## src/rtl/lecr_pkg.sv

```systemverilog
package lecr_pkg;

  // echo codes carried to the output
  typedef enum logic [1:0] {
    ECHO_NONE  = 2'd0,
    ECHO_BYTE  = 2'd1,
    ECHO_ERASE = 2'd2,
    ECHO_EOL   = 2'd3
  } echo_kind_t;

  // command codes
  typedef enum logic [2:0] {
    CMD_HELP     = 3'd0,
    CMD_RESET    = 3'd1,
    CMD_REGTEST  = 3'd2,
    CMD_DATATEST = 3'd3,
    CMD_HEADTAIL = 3'd4,
    CMD_UNKNOWN  = 3'd5
  } cmd_code_t;

  // back end sequencer states
  typedef enum logic [2:0] {
    BK_IDLE,
    BK_READ,
    BK_DATA,
    BK_FLUSH,
    BK_RESULT
  } back_state_t;

  // request passed from front end to back end
  typedef struct packed {
    echo_kind_t  kind;
    logic [7:0]  data;
  } req_t;

  // special characters
  localparam logic [7:0] CHAR_BS    = 8'd8;
  localparam logic [7:0] CHAR_LF    = 8'd10;
  localparam logic [7:0] CHAR_CR    = 8'd13;
  localparam logic [7:0] CHAR_SPACE = 8'd32;
  localparam logic [7:0] CHAR_NUL   = 8'd0;

  // token counter saturates here
  localparam logic [2:0] TOK_MAX = 3'd5;

  // crc-32, reflected
  localparam logic [31:0] CRC_INIT = 32'hFFFF_FFFF;
  localparam logic [31:0] CRC_POLY = 32'hEDB8_8320;

  // command word hashes
  localparam logic [31:0] H_HELP     = 32'h0887_5cac;
  localparam logic [31:0] H_RESET    = 32'ha730_c915;
  localparam logic [31:0] H_REGTEST  = 32'h8f0a_dd03;
  localparam logic [31:0] H_DATATEST = 32'he022_0641;
  localparam logic [31:0] H_HEADTAIL = 32'h84c6_7266;

  // data test mode hashes
  localparam logic [31:0] H_DUAL_LINE = 32'hffd8_6266;
  localparam logic [31:0] H_DUAL_IO   = 32'h357f_4428;
  localparam logic [31:0] H_QUAD_LINE = 32'h96c4_4df9;
  localparam logic [31:0] H_QUAD_IO   = 32'hc52d_dfae;

  // one byte through the crc, lsb first
  function automatic logic [31:0] crc_byte(input logic [31:0] crc, input logic [7:0] ch);
    logic [31:0] c;
    c = crc;
    for (int j = 0; j < 8; j++) begin
      if (c[0] ^ ch[j]) begin
        c = (c >> 1) ^ CRC_POLY;
      end else begin
        c = c >> 1;
      end
    end
    return c;
  endfunction

endpackage

```

## src/rtl/lecr_ram.sv

```systemverilog
module lecr_ram #(
  parameter int WIDTH = 8,
  parameter int DEPTH = 64
) (
  input  logic                     clk,
  input  logic                     we,
  input  logic [$clog2(DEPTH)-1:0] waddr,
  input  logic [WIDTH-1:0]         wdata,
  input  logic [$clog2(DEPTH)-1:0] raddr,
  output logic [WIDTH-1:0]         rdata
);

  logic [WIDTH-1:0] mem [DEPTH];
  logic [WIDTH-1:0] rdata_r;

  // single write port, registered read
  always_ff @(posedge clk) begin
    if (we) begin
      mem[waddr] <= wdata;
    end
    rdata_r <= mem[raddr];
  end

  assign rdata = rdata_r;

endmodule

```

## src/rtl/lecr_front.sv

```systemverilog
module lecr_front #(
  parameter int LINE_CAPACITY = 64
) (
  input  logic                             clk,
  input  logic                             rst_n,
  input  logic                             in_valid,
  output logic                             in_ready,
  input  logic [7:0]                       in_rx_byte,
  output logic                             req_valid,
  input  logic                             req_ready,
  output lecr_pkg::req_t                   req,
  output logic                             mem_we,
  output logic [$clog2(LINE_CAPACITY)-1:0] mem_waddr,
  output logic [7:0]                       mem_wdata,
  output logic [$clog2(LINE_CAPACITY)-1:0] line_len,
  input  logic                             line_done
);
  import lecr_pkg::*;

  localparam int FW = $clog2(LINE_CAPACITY);
  localparam logic [FW-1:0] FILL_MAX = FW'(LINE_CAPACITY - 2);

  logic [FW-1:0] fill_r, fill_nxt;
  logic          lock_r, lock_nxt;
  logic          accept;

  // no new bytes while a line is being parsed
  assign in_ready  = !lock_r && req_ready;
  assign accept    = in_valid && in_ready;
  assign req_valid = accept;
  assign mem_waddr = fill_r;
  assign mem_wdata = in_rx_byte;
  assign line_len  = fill_r;

  // classify the byte
  always_comb begin
    fill_nxt  = fill_r;
    lock_nxt  = lock_r;
    mem_we    = 1'b0;
    req.kind  = ECHO_NONE;
    req.data  = CHAR_NUL;
    if (line_done) begin
      fill_nxt = '0;
      lock_nxt = 1'b0;
    end
    if (accept) begin
      if (in_rx_byte == CHAR_LF || in_rx_byte == CHAR_CR) begin
        req.kind = ECHO_EOL;
        lock_nxt = 1'b1;
      end else if (in_rx_byte == CHAR_BS) begin
        if (fill_r != '0) begin
          fill_nxt = fill_r - FW'(1);
          req.kind = ECHO_ERASE;
        end
      end else if (fill_r < FILL_MAX) begin
        mem_we   = 1'b1;
        fill_nxt = fill_r + FW'(1);
        req.kind = ECHO_BYTE;
        req.data = in_rx_byte;
      end
    end
  end

  always_ff @(posedge clk) begin
    if (!rst_n) begin
      fill_r <= '0;
      lock_r <= 1'b0;
    end else begin
      fill_r <= fill_nxt;
      lock_r <= lock_nxt;
    end
  end

endmodule

```

## src/rtl/lecr_queue.sv

```systemverilog
module lecr_queue (
  input  logic           clk,
  input  logic           rst_n,
  input  logic           wr_valid,
  output logic           wr_ready,
  input  lecr_pkg::req_t wr_req,
  output logic           rd_valid,
  input  logic           rd_ready,
  output lecr_pkg::req_t rd_req
);
  import lecr_pkg::*;

  req_t       slot_r [2];
  logic       wp_r, wp_nxt;
  logic       rp_r, rp_nxt;
  logic [1:0] cnt_r, cnt_nxt;
  logic       push, pop;

  assign wr_ready = cnt_r != 2'd2;
  assign rd_valid = cnt_r != 2'd0;
  assign rd_req   = slot_r[rp_r];
  assign push     = wr_valid && wr_ready;
  assign pop      = rd_valid && rd_ready;

  // pointer and count update
  always_comb begin
    wp_nxt  = push ? !wp_r : wp_r;
    rp_nxt  = pop ? !rp_r : rp_r;
    cnt_nxt = cnt_r;
    if (push && !pop) begin
      cnt_nxt = cnt_r + 2'd1;
    end else if (pop && !push) begin
      cnt_nxt = cnt_r - 2'd1;
    end
  end

  always_ff @(posedge clk) begin
    if (!rst_n) begin
      wp_r  <= 1'b0;
      rp_r  <= 1'b0;
      cnt_r <= 2'd0;
    end else begin
      wp_r  <= wp_nxt;
      rp_r  <= rp_nxt;
      cnt_r <= cnt_nxt;
    end
  end

  // storage
  always_ff @(posedge clk) begin
    if (push) begin
      slot_r[wp_r] <= wr_req;
    end
  end

endmodule

```

## src/rtl/lecr_back.sv

```systemverilog
module lecr_back #(
  parameter int LINE_CAPACITY = 64
) (
  input  logic                             clk,
  input  logic                             rst_n,
  input  logic                             req_valid,
  output logic                             req_ready,
  input  lecr_pkg::req_t                   req,
  output logic [$clog2(LINE_CAPACITY)-1:0] mem_raddr,
  input  logic [7:0]                       mem_rdata,
  input  logic [$clog2(LINE_CAPACITY)-1:0] line_len,
  output logic                             line_done,
  output logic                             out_valid,
  input  logic                             out_ready,
  output logic [1:0]                       out_echo_kind,
  output logic [7:0]                       out_echo_byte,
  output logic                             out_command_found,
  output logic [2:0]                       out_command_code,
  output logic [31:0]                      out_command_hash,
  output logic [2:0]                       out_lines_used,
  output logic                             out_multiline_address,
  output logic [2:0]                       out_param_count
);
  import lecr_pkg::*;

  localparam int FW = $clog2(LINE_CAPACITY);

  back_state_t state_r, state_nxt;
  logic [FW-1:0] idx_r, idx_nxt;
  logic [2:0]    tok_r, tok_nxt;
  logic          in_tok_r, in_tok_nxt;
  logic [31:0]   crc_r, crc_nxt;
  logic [31:0]   cmd_hash_r, cmd_hash_nxt;
  logic [31:0]   par_hash_r, par_hash_nxt;
  logic          out_valid_r, out_valid_nxt;

  logic [1:0]  echo_kind_r;
  logic [7:0]  echo_byte_r;
  logic        found_r;
  logic [2:0]  code_r;
  logic [31:0] hash_r;
  logic [2:0]  lines_r;
  logic        multi_r;
  logic [2:0]  pcount_r;

  logic        out_free;
  logic        load;
  logic        proc;
  logic        sp;
  logic [1:0]  ld_kind;
  logic [7:0]  ld_byte;
  logic        ld_found;
  cmd_code_t   ld_code;
  logic [31:0] ld_hash;
  logic [2:0]  ld_lines;
  logic        ld_multi;
  logic [2:0]  ld_pcount;
  cmd_code_t   res_code;

  assign out_free  = !out_valid_r || out_ready;
  assign mem_raddr = idx_r;

  // command lookup from the stored hashes
  always_comb begin
    case (cmd_hash_r)
      H_HELP:     res_code = CMD_HELP;
      H_RESET:    res_code = CMD_RESET;
      H_REGTEST:  res_code = CMD_REGTEST;
      H_DATATEST: res_code = CMD_DATATEST;
      H_HEADTAIL: res_code = CMD_HEADTAIL;
      default:    res_code = CMD_UNKNOWN;
    endcase
  end

  // sequencer, tokenizer and output load
  always_comb begin
    state_nxt    = state_r;
    idx_nxt      = idx_r;
    tok_nxt      = tok_r;
    in_tok_nxt   = in_tok_r;
    crc_nxt      = crc_r;
    cmd_hash_nxt = cmd_hash_r;
    par_hash_nxt = par_hash_r;
    req_ready    = 1'b0;
    line_done    = 1'b0;
    load         = 1'b0;
    proc         = 1'b0;
    ld_kind      = ECHO_NONE;
    ld_byte      = CHAR_NUL;
    ld_found     = 1'b0;
    ld_code      = CMD_HELP;
    ld_hash      = '0;
    ld_lines     = 3'd1;
    ld_multi     = 1'b0;
    ld_pcount    = 3'd0;
    sp           = (state_r == BK_FLUSH) || (mem_rdata == CHAR_SPACE);

    case (state_r)
      BK_IDLE: begin
        if (req_valid) begin
          if (req.kind == ECHO_EOL) begin
            req_ready  = 1'b1;
            idx_nxt    = '0;
            tok_nxt    = 3'd0;
            in_tok_nxt = 1'b0;
            state_nxt  = BK_READ;
          end else if (out_free) begin
            req_ready = 1'b1;
            load      = 1'b1;
            ld_kind   = req.kind;
            ld_byte   = req.data;
          end
        end
      end
      BK_READ: begin
        if (idx_r == line_len) begin
          state_nxt = BK_FLUSH;
        end else begin
          state_nxt = BK_DATA;
        end
      end
      BK_DATA: begin
        if (mem_rdata == CHAR_NUL) begin
          state_nxt = BK_FLUSH;
        end else begin
          proc      = 1'b1;
          idx_nxt   = idx_r + FW'(1);
          state_nxt = BK_READ;
        end
      end
      BK_FLUSH: begin
        proc      = 1'b1;
        state_nxt = BK_RESULT;
      end
      BK_RESULT: begin
        if (out_free) begin
          load      = 1'b1;
          line_done = 1'b1;
          ld_kind   = ECHO_EOL;
          state_nxt = BK_IDLE;
          if (tok_r != 3'd0) begin
            ld_found  = 1'b1;
            ld_code   = res_code;
            ld_hash   = cmd_hash_r;
            ld_pcount = tok_r - 3'd1;
            if (res_code == CMD_DATATEST && tok_r >= 3'd2) begin
              case (par_hash_r)
                H_DUAL_LINE: ld_lines = 3'd2;
                H_DUAL_IO: begin
                  ld_lines = 3'd2;
                  ld_multi = 1'b1;
                end
                H_QUAD_LINE: ld_lines = 3'd4;
                H_QUAD_IO: begin
                  ld_lines = 3'd4;
                  ld_multi = 1'b1;
                end
                default: ld_lines = 3'd1;
              endcase
            end
          end
        end
      end
      default: state_nxt = BK_IDLE;
    endcase

    // one character through the token splitter
    if (proc) begin
      if (!sp && !in_tok_r) begin
        in_tok_nxt = 1'b1;
        crc_nxt    = crc_byte(CRC_INIT, mem_rdata);
      end else if (!sp) begin
        crc_nxt = crc_byte(crc_r, mem_rdata);
      end else if (in_tok_r) begin
        in_tok_nxt = 1'b0;
        if (tok_r == 3'd0) begin
          cmd_hash_nxt = ~crc_r;
        end else if (tok_r == 3'd1) begin
          par_hash_nxt = ~crc_r;
        end
        if (tok_r < TOK_MAX) begin
          tok_nxt = tok_r + 3'd1;
        end
      end
    end

    out_valid_nxt = load || (out_valid_r && !out_ready);
  end

  // control state
  always_ff @(posedge clk) begin
    if (!rst_n) begin
      state_r     <= BK_IDLE;
      out_valid_r <= 1'b0;
    end else begin
      state_r     <= state_nxt;
      out_valid_r <= out_valid_nxt;
    end
  end

  // working registers
  always_ff @(posedge clk) begin
    idx_r      <= idx_nxt;
    tok_r      <= tok_nxt;
    in_tok_r   <= in_tok_nxt;
    crc_r      <= crc_nxt;
    cmd_hash_r <= cmd_hash_nxt;
    par_hash_r <= par_hash_nxt;
  end

  // output register
  always_ff @(posedge clk) begin
    if (load) begin
      echo_kind_r <= ld_kind;
      echo_byte_r <= ld_byte;
      found_r     <= ld_found;
      code_r      <= ld_code;
      hash_r      <= ld_hash;
      lines_r     <= ld_lines;
      multi_r     <= ld_multi;
      pcount_r    <= ld_pcount;
    end
  end

  assign out_valid             = out_valid_r;
  assign out_echo_kind         = echo_kind_r;
  assign out_echo_byte         = echo_byte_r;
  assign out_command_found     = found_r;
  assign out_command_code      = code_r;
  assign out_command_hash      = hash_r;
  assign out_lines_used        = lines_r;
  assign out_multiline_address = multi_r;
  assign out_param_count       = pcount_r;

endmodule

```

## src/rtl/line_edit_command_recognizer_unit.sv

```systemverilog
// channel   ports                                       direction
// in        in_valid, in_ready, in_rx_byte              request in
// out       out_valid, out_ready, out_echo_kind, out_echo_byte, out_command_found,
//           out_command_code, out_command_hash, out_lines_used,
//           out_multiline_address, out_param_count      request out
//
// with the queue and output free, an ordinary byte's result passes the queue slot
// and then the output register; up to two byte requests wait in the queue between
// the ends. a line end is taken from the queue; each character passes a read and
// a data state (ram read, crc byte step), then flush and result states close it;
// a zero byte adds a data state. no byte is taken until the line result is loaded.
// reset is synchronous and active low; the line store holds no reset value.
// a stalled output holds its result and backs up the queue, then the input.
module line_edit_command_recognizer_unit #(
  parameter int LINE_CAPACITY = 64
) (
  input  logic        clk,
  input  logic        rst_n,
  input  logic        in_valid,
  output logic        in_ready,
  input  logic [7:0]  in_rx_byte,
  output logic        out_valid,
  input  logic        out_ready,
  output logic [1:0]  out_echo_kind,
  output logic [7:0]  out_echo_byte,
  output logic        out_command_found,
  output logic [2:0]  out_command_code,
  output logic [31:0] out_command_hash,
  output logic [2:0]  out_lines_used,
  output logic        out_multiline_address,
  output logic [2:0]  out_param_count
);
  import lecr_pkg::*;

  localparam int FW = $clog2(LINE_CAPACITY);

  req_t          f_req, b_req;
  logic          f_valid, f_ready;
  logic          b_valid, b_ready;
  logic          mem_we;
  logic [FW-1:0] mem_waddr, mem_raddr, line_len;
  logic [7:0]    mem_wdata, mem_rdata;
  logic          line_done;

  // front end: editing and line store writes
  lecr_front #(.LINE_CAPACITY(LINE_CAPACITY)) u_front (
    .clk       (clk),
    .rst_n     (rst_n),
    .in_valid  (in_valid),
    .in_ready  (in_ready),
    .in_rx_byte(in_rx_byte),
    .req_valid (f_valid),
    .req_ready (f_ready),
    .req       (f_req),
    .mem_we    (mem_we),
    .mem_waddr (mem_waddr),
    .mem_wdata (mem_wdata),
    .line_len  (line_len),
    .line_done (line_done)
  );

  // request queue between the two ends
  lecr_queue u_queue (
    .clk     (clk),
    .rst_n   (rst_n),
    .wr_valid(f_valid),
    .wr_ready(f_ready),
    .wr_req  (f_req),
    .rd_valid(b_valid),
    .rd_ready(b_ready),
    .rd_req  (b_req)
  );

  // line store
  lecr_ram #(.WIDTH(8), .DEPTH(LINE_CAPACITY)) u_line_store (
    .clk  (clk),
    .we   (mem_we),
    .waddr(mem_waddr),
    .wdata(mem_wdata),
    .raddr(mem_raddr),
    .rdata(mem_rdata)
  );

  // back end: tokenizer, hashing and result register
  lecr_back #(.LINE_CAPACITY(LINE_CAPACITY)) u_back (
    .clk                  (clk),
    .rst_n                (rst_n),
    .req_valid            (b_valid),
    .req_ready            (b_ready),
    .req                  (b_req),
    .mem_raddr            (mem_raddr),
    .mem_rdata            (mem_rdata),
    .line_len             (line_len),
    .line_done            (line_done),
    .out_valid            (out_valid),
    .out_ready            (out_ready),
    .out_echo_kind        (out_echo_kind),
    .out_echo_byte        (out_echo_byte),
    .out_command_found    (out_command_found),
    .out_command_code     (out_command_code),
    .out_command_hash     (out_command_hash),
    .out_lines_used       (out_lines_used),
    .out_multiline_address(out_multiline_address),
    .out_param_count      (out_param_count)
  );

endmodule

```

## config.mk

```make
export PLATFORM = sky130hd
export DESIGN_NAME = line_edit_command_recognizer_unit
export DESIGN_NICKNAME = d
export VERILOG_FILES = /design/src/rtl/lecr_pkg.sv /design/src/rtl/lecr_ram.sv /design/src/rtl/lecr_front.sv /design/src/rtl/lecr_queue.sv /design/src/rtl/lecr_back.sv /design/src/rtl/line_edit_command_recognizer_unit.sv
export SDC_FILE = /design/constraint.sdc
export NUM_CORES = 1
export LEC_CHECK = 0
export BUFFER_PORTS_ARGS = -buffer_cell sky130_fd_sc_hd__buf_2
export CAP_MARGIN = 15
export CORE_MARGIN = 5
export CORE_UTILIZATION = 55
export DETAILED_ROUTE_END_ITERATION = 8
export PLACE_DENSITY_LB_ADDON = 0.12
export SYNTH_ARGS = -nofsm -noshare
export SYNTH_HDL_FRONTEND = slang
export SYNTH_SLANG_ARGS = --single-unit
```

## constraint.sdc

```tcl
create_clock -name clk -period 6.2 [get_ports clk]
set_input_delay 0.62 -clock clk [delete_from_list [all_inputs] [get_ports clk]]
set_output_delay 0.62 -clock clk [all_outputs]
set_load 0.01 [all_outputs]
```

==> results.rst, run 1 <==
.. list-table::
   :header-rows: 1

   * - Metric
     - Value
   * - Outcome
     - completed
   * - Number of search-and-repair iterations in the first detailed-routing pass
     - 6
   * - Max Fanout on Critical Path
     - 47
   * - Inserted Clock Buffers
     - 74
   * - Total I/O pin count
     - 67
   * - Most frequent CP cell
     - nor2_1
   * - Most used cells in the layout excluding fill and tap cells
     - edfxtp_1, mux4_2, nor2_1
   * - Worst-Margin Slew
     - 1.11 ns
   * - Via density per instance
     - 6.03
   * - Die ar.
     - 58300 sq um
   * - Most common cell after layout, fill and taps aside
     - edfxtp_1
   * - Total of hold buffers inserted after clock tree synthesis
     - 0
   * - Number of H-tree levels
     - 3
   * - Internal power summed over all cells
     - 10.3 mW
   * - Fraction of registers with async set/reset
     - 0%
   * - Synth Flop Type
     - edfxtp_1
   * - PD cells
     - 436 nW/um^2
   * - Cells after synthesis
     - 1634
   * - Max stage delay cell, worst path
     - nor2_1
   * - Aggregate global routing overflow
     - 0
   * - Final wirelength
     - 65000 microns
   * - Maximum root-to-sink buffer count
     - 3
   * - Clock tree root buffer cell
     - clkbuf_16
   * - Antenna-violating nets left
     - 0
   * - CORE AREA
     - 52900 sq um
   * - Relative contribution of sequential cells to total power
     - 42.6%
   * - Pin count of the biggest net entering global routing
     - 70
   * - Delay of the slowest cell on the worst path
     - 0.82 ns
   * - Type of the most critical hold path
     - in2reg
   * - Vias post-DR
     - 14900
   * - Slew Limit Fails
     - 0
   * - Number of maximum-capacitance violations
     - 0
   * - Maximum resistive drop on vdd
     - 289 uV
   * - Worst Setup Start Kind
     - input port
   * - Average routed wire per standard cell
     - 26.2 microns
   * - Initial DRC count
     - 1542
   * - Input/output buffers
     - 66
   * - Yosys cell types
     - 70
   * - Via count of the first global-routing pass
     - 15200
   * - Worst setup path category
     - in2reg
   * - Switching power of the nets
     - 4.10 mW
   * - Fraction of final layout cells with drive strength greater than 1
     - 20.8%
   * - Post-Syn Area
     - 29500 sq um
   * - Residual DRC
     - 0
   * - Insertion delay to the later sink of the worst-skew pair
     - 0.60 ns
   * - Sequential-to-total area share from yosys stat
     - 71.9%
   * - Cell row count
     - 84
   * - Design Power
     - 14.4 mW
   * - Antenna fix cells
     - 0
   * - Clock skew after layout
     - 0.0170 ns
   * - Starting utilization of the core area
     - 55.8%
   * - Die X-Extent
     - 241 microns
   * - Syn_area_per_cell
     - 18.0 sq um
   * - Fin. Hold Viols
     - 0
   * - Worst setup slack after layout
     - 2.15 ns
   * - Kind of end point of the critical path
     - register
   * - Data required, critical path
     - 6.42 ns
   * - Buffers plus inverters on the worst setup path
     - 1
   * - Number of setup buffers added after CTS
     - 0
   * - Max-slew headroom
     - 25.3%
   * - CTS tree
     - built
   * - Critical path arrival
     - 4.27 ns
   * - Syn. warnings
     - 0
   * - Post-Place Setup Slack
     - 1.60 ns
   * - Ordered list of cells on the worst path
     - buf_2 > nor2_1 > o2111ai_1 > and3_1 > nand3_1 > nor2_1
   * - Leak
     - 10.7 nW
   * - Maximum achievable frequency
     - 247 MHz
   * - Sinks on the clock net
     - 715
   * - Combinational group share of total power
     - 26.7%
   * - Clock period minus worst slack
     - 4.05 ns
   * - Worst path top cell family by delay
     - simple AND/OR/NAND/NOR gates
   * - RSZ-0062 raised after global routing
     - no
   * - Area growth syn-to-layout
     - 11.8%
   * - Quantity of gates resized following cts
     - 0
   * - Number of antenna violations at the first check in global routing
     - 1
   * - Filler instances
     - 3685
   * - Dpl hpwl
     - 41800 microns
   * - First-pass GRT wire length
     - 97800 microns
   * - Total negative setup slack
     - 0 ns
   * - Global Route Usage Sum
     - 22.6%
   * - Flops & latches, synth
     - 715
   * - Number of synthesized flops with an enable pin
     - 687
   * - Endpoints failing setup
     - 0
   * - Switching power as a share of total power
     - 28.5%
   * - Reg clk slew, reported paths
     - 0.06 ns
   * - Die height
     - 241 microns
   * - Number of nets in the layout
     - 1758
   * - Final Cycle Share
     - 65.3%
   * - Relative contribution of the clock network to total power
     - 30.7%
   * - Placer's final routability congestion estimate
     - 0.939
==> final cells by class <==
| cell class | count | area (sq um) | area share (%) |
|---|---|---|---|
| flip-flops and latches | 715 | 21200 | 64.3 |
| multi-input cells | 802 | 7760 | 23.5 |
| clock buffers | 98 | 2050 | 6.21 |
| well taps | 688 | 861 | 2.61 |
| repair buffers | 87 | 526 | 1.59 |
| clock inverters | 35 | 377 | 1.14 |
| inverters | 53 | 199 | 0.604 |
==> through the flow <==
stage | hold WS, ns | instances | utilization (%) | area (sq um)
6_report | 0.275 | 2478 | 62.3 | 33000
5_1_grt | 0.248 | 2478 | 62.3 | 33000
4_1_cts | 0.247 | 2477 | 62.3 | 32900
3_5_place_dp | 0.477 | 2344 | 57.7 | 30500
3_3_place_gp | 0.470 | 2344 | 57.7 | 30500
2_1_floorplan | 0.449 | 1649 | - | 29500
==> registers in the layout, summed over array words and instances (netlist names), 8 cells and up, named ones only <==
register,flops
u_back.out_command_hash,32
u_line_store.mem,512
u_back.out_echo_byte,8
u_back.crc_r,32
u_line_store.rdata,8
u_back.par_hash_r,32
u_queue.slot_r,20
u_back.cmd_hash_r,32
==> cell usage after synthesis, types with 3 or more instances <==
master / count / share of area (%)
xor2_1: 23 / 0.68
buf_6: 7 / 0.27
nor3_1: 13 / 0.22
ha_1: 13 / 0.55
o21a_1: 5 / 0.13
nand4b_1: 9 / 0.27
o21ai_0: 20 / 0.34
edfxtp_1: 687 / 70
mux4_2: 157 / 12
a31oi_1: 4 / 0.085
mux2i_1: 20 / 0.68
buf_4: 6 / 0.15
nand2b_1: 8 / 0.17
or4bb_1: 4 / 0.15
a211oi_1: 11 / 0.28
buf_1: 9 / 0.11
a21o_1: 3 / 0.076
o21ai_1: 4 / 0.068
nand2_1: 52 / 0.66
buf_2: 17 / 0.29
nor2_1: 121 / 1.5
nand3b_1: 5 / 0.13
or3b_2: 3 / 0.089
xnor2_2: 3 / 0.17
xnor2_1: 109 / 3.2
and3_1: 5 / 0.11
a21oi_1: 30 / 0.51
inv_1: 51 / 0.65
o22ai_1: 3 / 0.064
nand4_1: 16 / 0.34
and2_1: 48 / 1.0
nand3_1: 18 / 0.31
nor2b_1: 12 / 0.25
nor4_1: 13 / 0.28
nor4b_1: 4 / 0.12
clkbuf_1: 40 / 0.51
o211ai_1: 4 / 0.10
dfxtp_1: 28 / 1.9
or3_1: 9 / 0.19
==> worst register-to-register path: stages, from the launching register on <==
cell	delay, ns
dfxtp_1	0.47
nand3_1	0.45
or2_2	0.25
and3_1	0.69
nand3_1	0.75
nor2_1	0.82
==> final timing paths <==
| check | start | endpoint | slack (ns) | cells past startpoint |
|---|---|---|---|---|
| min | in_rx_byte[4] | u_line_store.mem[30][4] | 0.27 | 1 |
| max | in_rx_byte[2] | u_line_store.mem[2][5] | 2.15 | 6 |
| min reg2reg | u_front.lock_r | u_front.lock_r | 0.49 | 2 |
| max reg2reg | u_front.line_len[4] | u_line_store.mem[2][5] | 2.38 | 5 |
==> metal layers <==
| metal | vias to the layer above | track usage [%] | routed length (microns) |
|---|---|---|---|
| met5 | - | 0 | 0 |
| met4 | 0 | 6.19 | 1840 |
| met3 | 110 | 3.88 | 4010 |
| met2 | 554 | 35.8 | 30900 |
| met1 | 7701 | 33.3 | 28200 |
| li1 | 6583 | - | - |
==> cell families (layout without fill, tap and decap cells) <==
group	count (synthesis)	after routing	share of synthesized area, %
compound gates	100	100	2.16
xor+xnor	137	137	4.24
fa+ha+maj	13	13	0.552
buf+inv	132	273	2.01
flops	715	715	71.9
mux	179	179	12.8
other cells	1	16	0.0127
simple gates	357	357	6.38
==> power groups by stage <==
stage | Clock (mW) | Combinational [mW] | Sequential, mW
5_1_grt | 4.70 | 4.16 | 6.16
4_1_cts | 4.49 | 3.86 | 6.14
3_3_place_gp | 0 | 3.80 | 6.22
3_5_place_dp | 0 | 3.84 | 6.24
6_report | 4.42 | 3.84 | 6.12
2_1_floorplan | 0 | 2.95 | 6.16
Power figures use the tool's default switching activity.
==> run 2, diff against run 1 <==
Clock period 6.2 ns to 3.59 ns, I/O delays scaled along.
==> results.rst, run 2 (synthesis gave the netlist of run 1 again) <==
.. list-table::
   :header-rows: 1

   * - Metric
     - Value
   * - Maximum root-to-sink buffer count
     - 3
   * - CTS tree
     - built
   * - Filler instances
     - 3666
   * - Type of the most critical hold path
     - in2reg
   * - Number of H-tree levels
     - 3
   * - Final wirelength
     - 66200 microns
   * - Most frequent CP cell
     - mux4_2
   * - Vias post-DR
     - 15200
   * - Final core utilization
     - 63.7%
   * - First-pass GRT wire length
     - 99100 microns
   * - Min Hold Slack
     - 0.0898 ns
   * - Delay of the slowest cell on the worst path
     - 0.84 ns
   * - Worst Hold Depth
     - 2
   * - Antenna fix cells
     - 0
   * - Insertion delay to the later sink of the worst-skew pair
     - 0.60 ns
   * - Worst setup path category
     - reg2reg
   * - Leak
     - 11.2 nW
   * - Pin count of the biggest net entering global routing
     - 70
   * - Max Fanout on Critical Path
     - 9
   * - Starting utilization of the core area
     - 55.8%
   * - # placed instances
     - 2429
   * - Quantity of gates resized following cts
     - 0
   * - Most Crowded Layer GR
     - met2
   * - Inserted Clock Buffers
     - 73
   * - Worst Setup Start Kind
     - register
   * - Critical path arrival
     - 3.79 ns
   * - Total I/O pin count
     - 67
   * - Slew Limit Fails
     - 0
   * - Number of cells on the worst reg-to-reg path
     - 6
   * - Number of flip-flops under the largest register name
     - 512
   * - Outcome
     - completed
   * - Most common cell after layout, fill and taps aside
     - edfxtp_1
   * - Register with the most flip-flops
     - u_line_store.mem
   * - Global routing usage on met1
     - 33.5%
   * - Maximum achievable frequency
     - 299 MHz
   * - Fraction of final layout cells with drive strength greater than 1
     - 24.3%
   * - Die ar.
     - 58300 sq um
   * - Total of hold buffers inserted after clock tree synthesis
     - 0
   * - Internal power summed over all cells
     - 17.8 mW
   * - Die X-Extent
     - 241 microns
   * - Area growth syn-to-layout
     - 14.3%
   * - Dpl hpwl
     - 42600 microns
   * - Via density per instance
     - 5.95
   * - Aggregate global routing overflow
     - 0
   * - Number of setup buffers added after CTS
     - 0
   * - Ordered list of cells on the worst path
     - buf_4 > mux4_2 > mux4_2 > and2_1 > a211oi_1 > a21oi_1
   * - Number of antenna violations at the first check in global routing
     - 1
   * - Average routed wire per standard cell
     - 25.8 microns
   * - Placer's final routability congestion estimate
     - 0.890
   * - Endpoints failing setup
     - 0
   * - Setup slack on the worst flop-to-flop path
     - 0.25 ns
   * - Die height
     - 241 microns
   * - Number of maximum-capacitance violations
     - 0
   * - Met3 demand-to-capacity share in global routing
     - 3.84%
   * - Clock tree root buffer cell
     - clkbuf_16
   * - Residual DRC
     - 0
   * - Max-slew headroom
     - 34.8%
   * - Via count of the first global-routing pass
     - 15300
   * - End of the worst hold path
     - u_front.line_len[5]
   * - Cell area after placement
     - 31300 sq um
   * - Switching power as a share of total power
     - 28.5%
   * - Antenna-violating nets left
     - 0
   * - Sinks on the clock net
     - 715
   * - Number of search-and-repair iterations in the first detailed-routing pass
     - 5
   * - CORE AREA
     - 52900 sq um
   * - PD cells
     - 738 nW/um^2
   * - Worst-Margin Slew
     - 0.970 ns
   * - Relative contribution of sequential cells to total power
     - 42.6%
   * - Maximum resistive drop on vdd
     - 465 uV
   * - Count of non-filler cells in the finished layout
     - 2563
   * - Worst Hold Launch
     - rst_n
   * - Final non-filler cell area
     - 33700 sq um
   * - Combinational group share of total power
     - 27.2%
   * - Data required, critical path
     - 4.03 ns
   * - Fin. Hold Viols
     - 0
   * - Relative contribution of the clock network to total power
     - 30.2%
   * - RSZ-0062 raised after global routing
     - no
   * - Reg clk slew, reported paths
     - 0.06 ns
   * - Final Cycle Share
     - 93.1%
   * - Clock skew after layout
     - 0.0178 ns
   * - Kind of end point of the critical path
     - register
   * - Clock period minus worst slack
     - 3.34 ns
   * - Max stage delay cell, worst path
     - edfxtp_1
   * - Most used cells in the layout excluding fill and tap cells
     - edfxtp_1, mux4_2, nor2_1
   * - FF-to-FF Start
     - u_back.mem_raddr[0]
   * - Input/output buffers
     - 66
   * - Initial DRC count
     - 1537
   * - Total negative setup slack
     - 0 ns
   * - Global Route Usage Sum
     - 23.1%
   * - Met2 routing resource usage after global routing
     - 37.4%
   * - Switching power of the nets
     - 7.09 mW
   * - Endpoint of the lowest-slack register-to-register path
     - u_line_store.rdata[4]
   * - Cell row count
     - 84
   * - Number of nets in the layout
     - 1841
run 2: cell types whose count changed in the layout (fill, tap and decap cells not counted), moves of 2 or more:
cell | before | now
clkbuf_16 | 77 | 79
clkinv_1 | 12 | 8
clkinv_2 | 11 | 9
clkinvlp_4 | 3 | 6
bufinv_16 | 8 | 5
buf_4 | 18 | 93
clkbuf_1 | 17 | 23
buf_12 | 3 | 12
run 2: power by group through the flow:
stage | Combinational [mW] | Clock, mW | Sequential, mW
6_report | 6.77 | 7.51 | 10.6
2_1_floorplan | 5.11 | 0 | 10.6
3_5_place_dp | 6.84 | 0 | 10.8
3_3_place_gp | 6.72 | 0 | 10.8
4_1_cts | 6.86 | 7.65 | 10.6
5_1_grt | 7.34 | 8.05 | 10.7
run 2: layer usage:
metal | vias to the layer above | share of wire, %
met5 | - | 0
met4 | 0 | 2.0
met3 | 94 | 6.9
met2 | 590 | 49
met1 | 7823 | 42
li1 | 6732 | -
run 2: how the worst max path moves through the flow:
stage	slack (ns)	end	startpoint	depth (start not counted)
5_1_grt	0.18	u_line_store.rdata[4]	u_back.mem_raddr[0]	6
6_report	0.25	u_line_store.rdata[4]	u_back.mem_raddr[0]	6
3_3_place_gp	0.24	u_line_store.rdata[4]	u_back.mem_raddr[0]	6
4_1_cts	0.20	u_line_store.rdata[4]	u_back.mem_raddr[0]	6
3_5_place_dp	0.21	u_line_store.rdata[4]	u_back.mem_raddr[0]	6
2_1_floorplan	0.60	u_back.crc_r[0]	u_line_store.rdata[4]	5
run 2: metrics by stage:
stage | setup slack [ns] | power, mW
after floorplan | 0.602 | 15.7
after global placement | 0.245 | 17.5
after detailed placement | 0.211 | 17.6
after CTS | 0.201 | 25.1
after global routing | 0.180 | 26.0
final | 0.248 | 24.9
run 2: cell type report:
class	count	area [sq um]	share of cell area [%]
clock buffers	106	2120	6.29
inverters	53	199	0.591
multi-input cells	802	7770	23.1
flip-flops and latches	715	21200	62.9
clock inverters	28	275	0.817
repair buffers	171	1270	3.77
well taps	688	861	2.56
run 2: worst max-delay path: cells and delay by family (launching register included):
| family | cells | cell delay, ns |
|---|---|---|
| mux | 2 | 1.04 |
| flops | 1 | 0.84 |
| compound gates | 2 | 0.72 |
| buf+inv | 1 | 0.35 |
| simple gates | 1 | 0.22 |
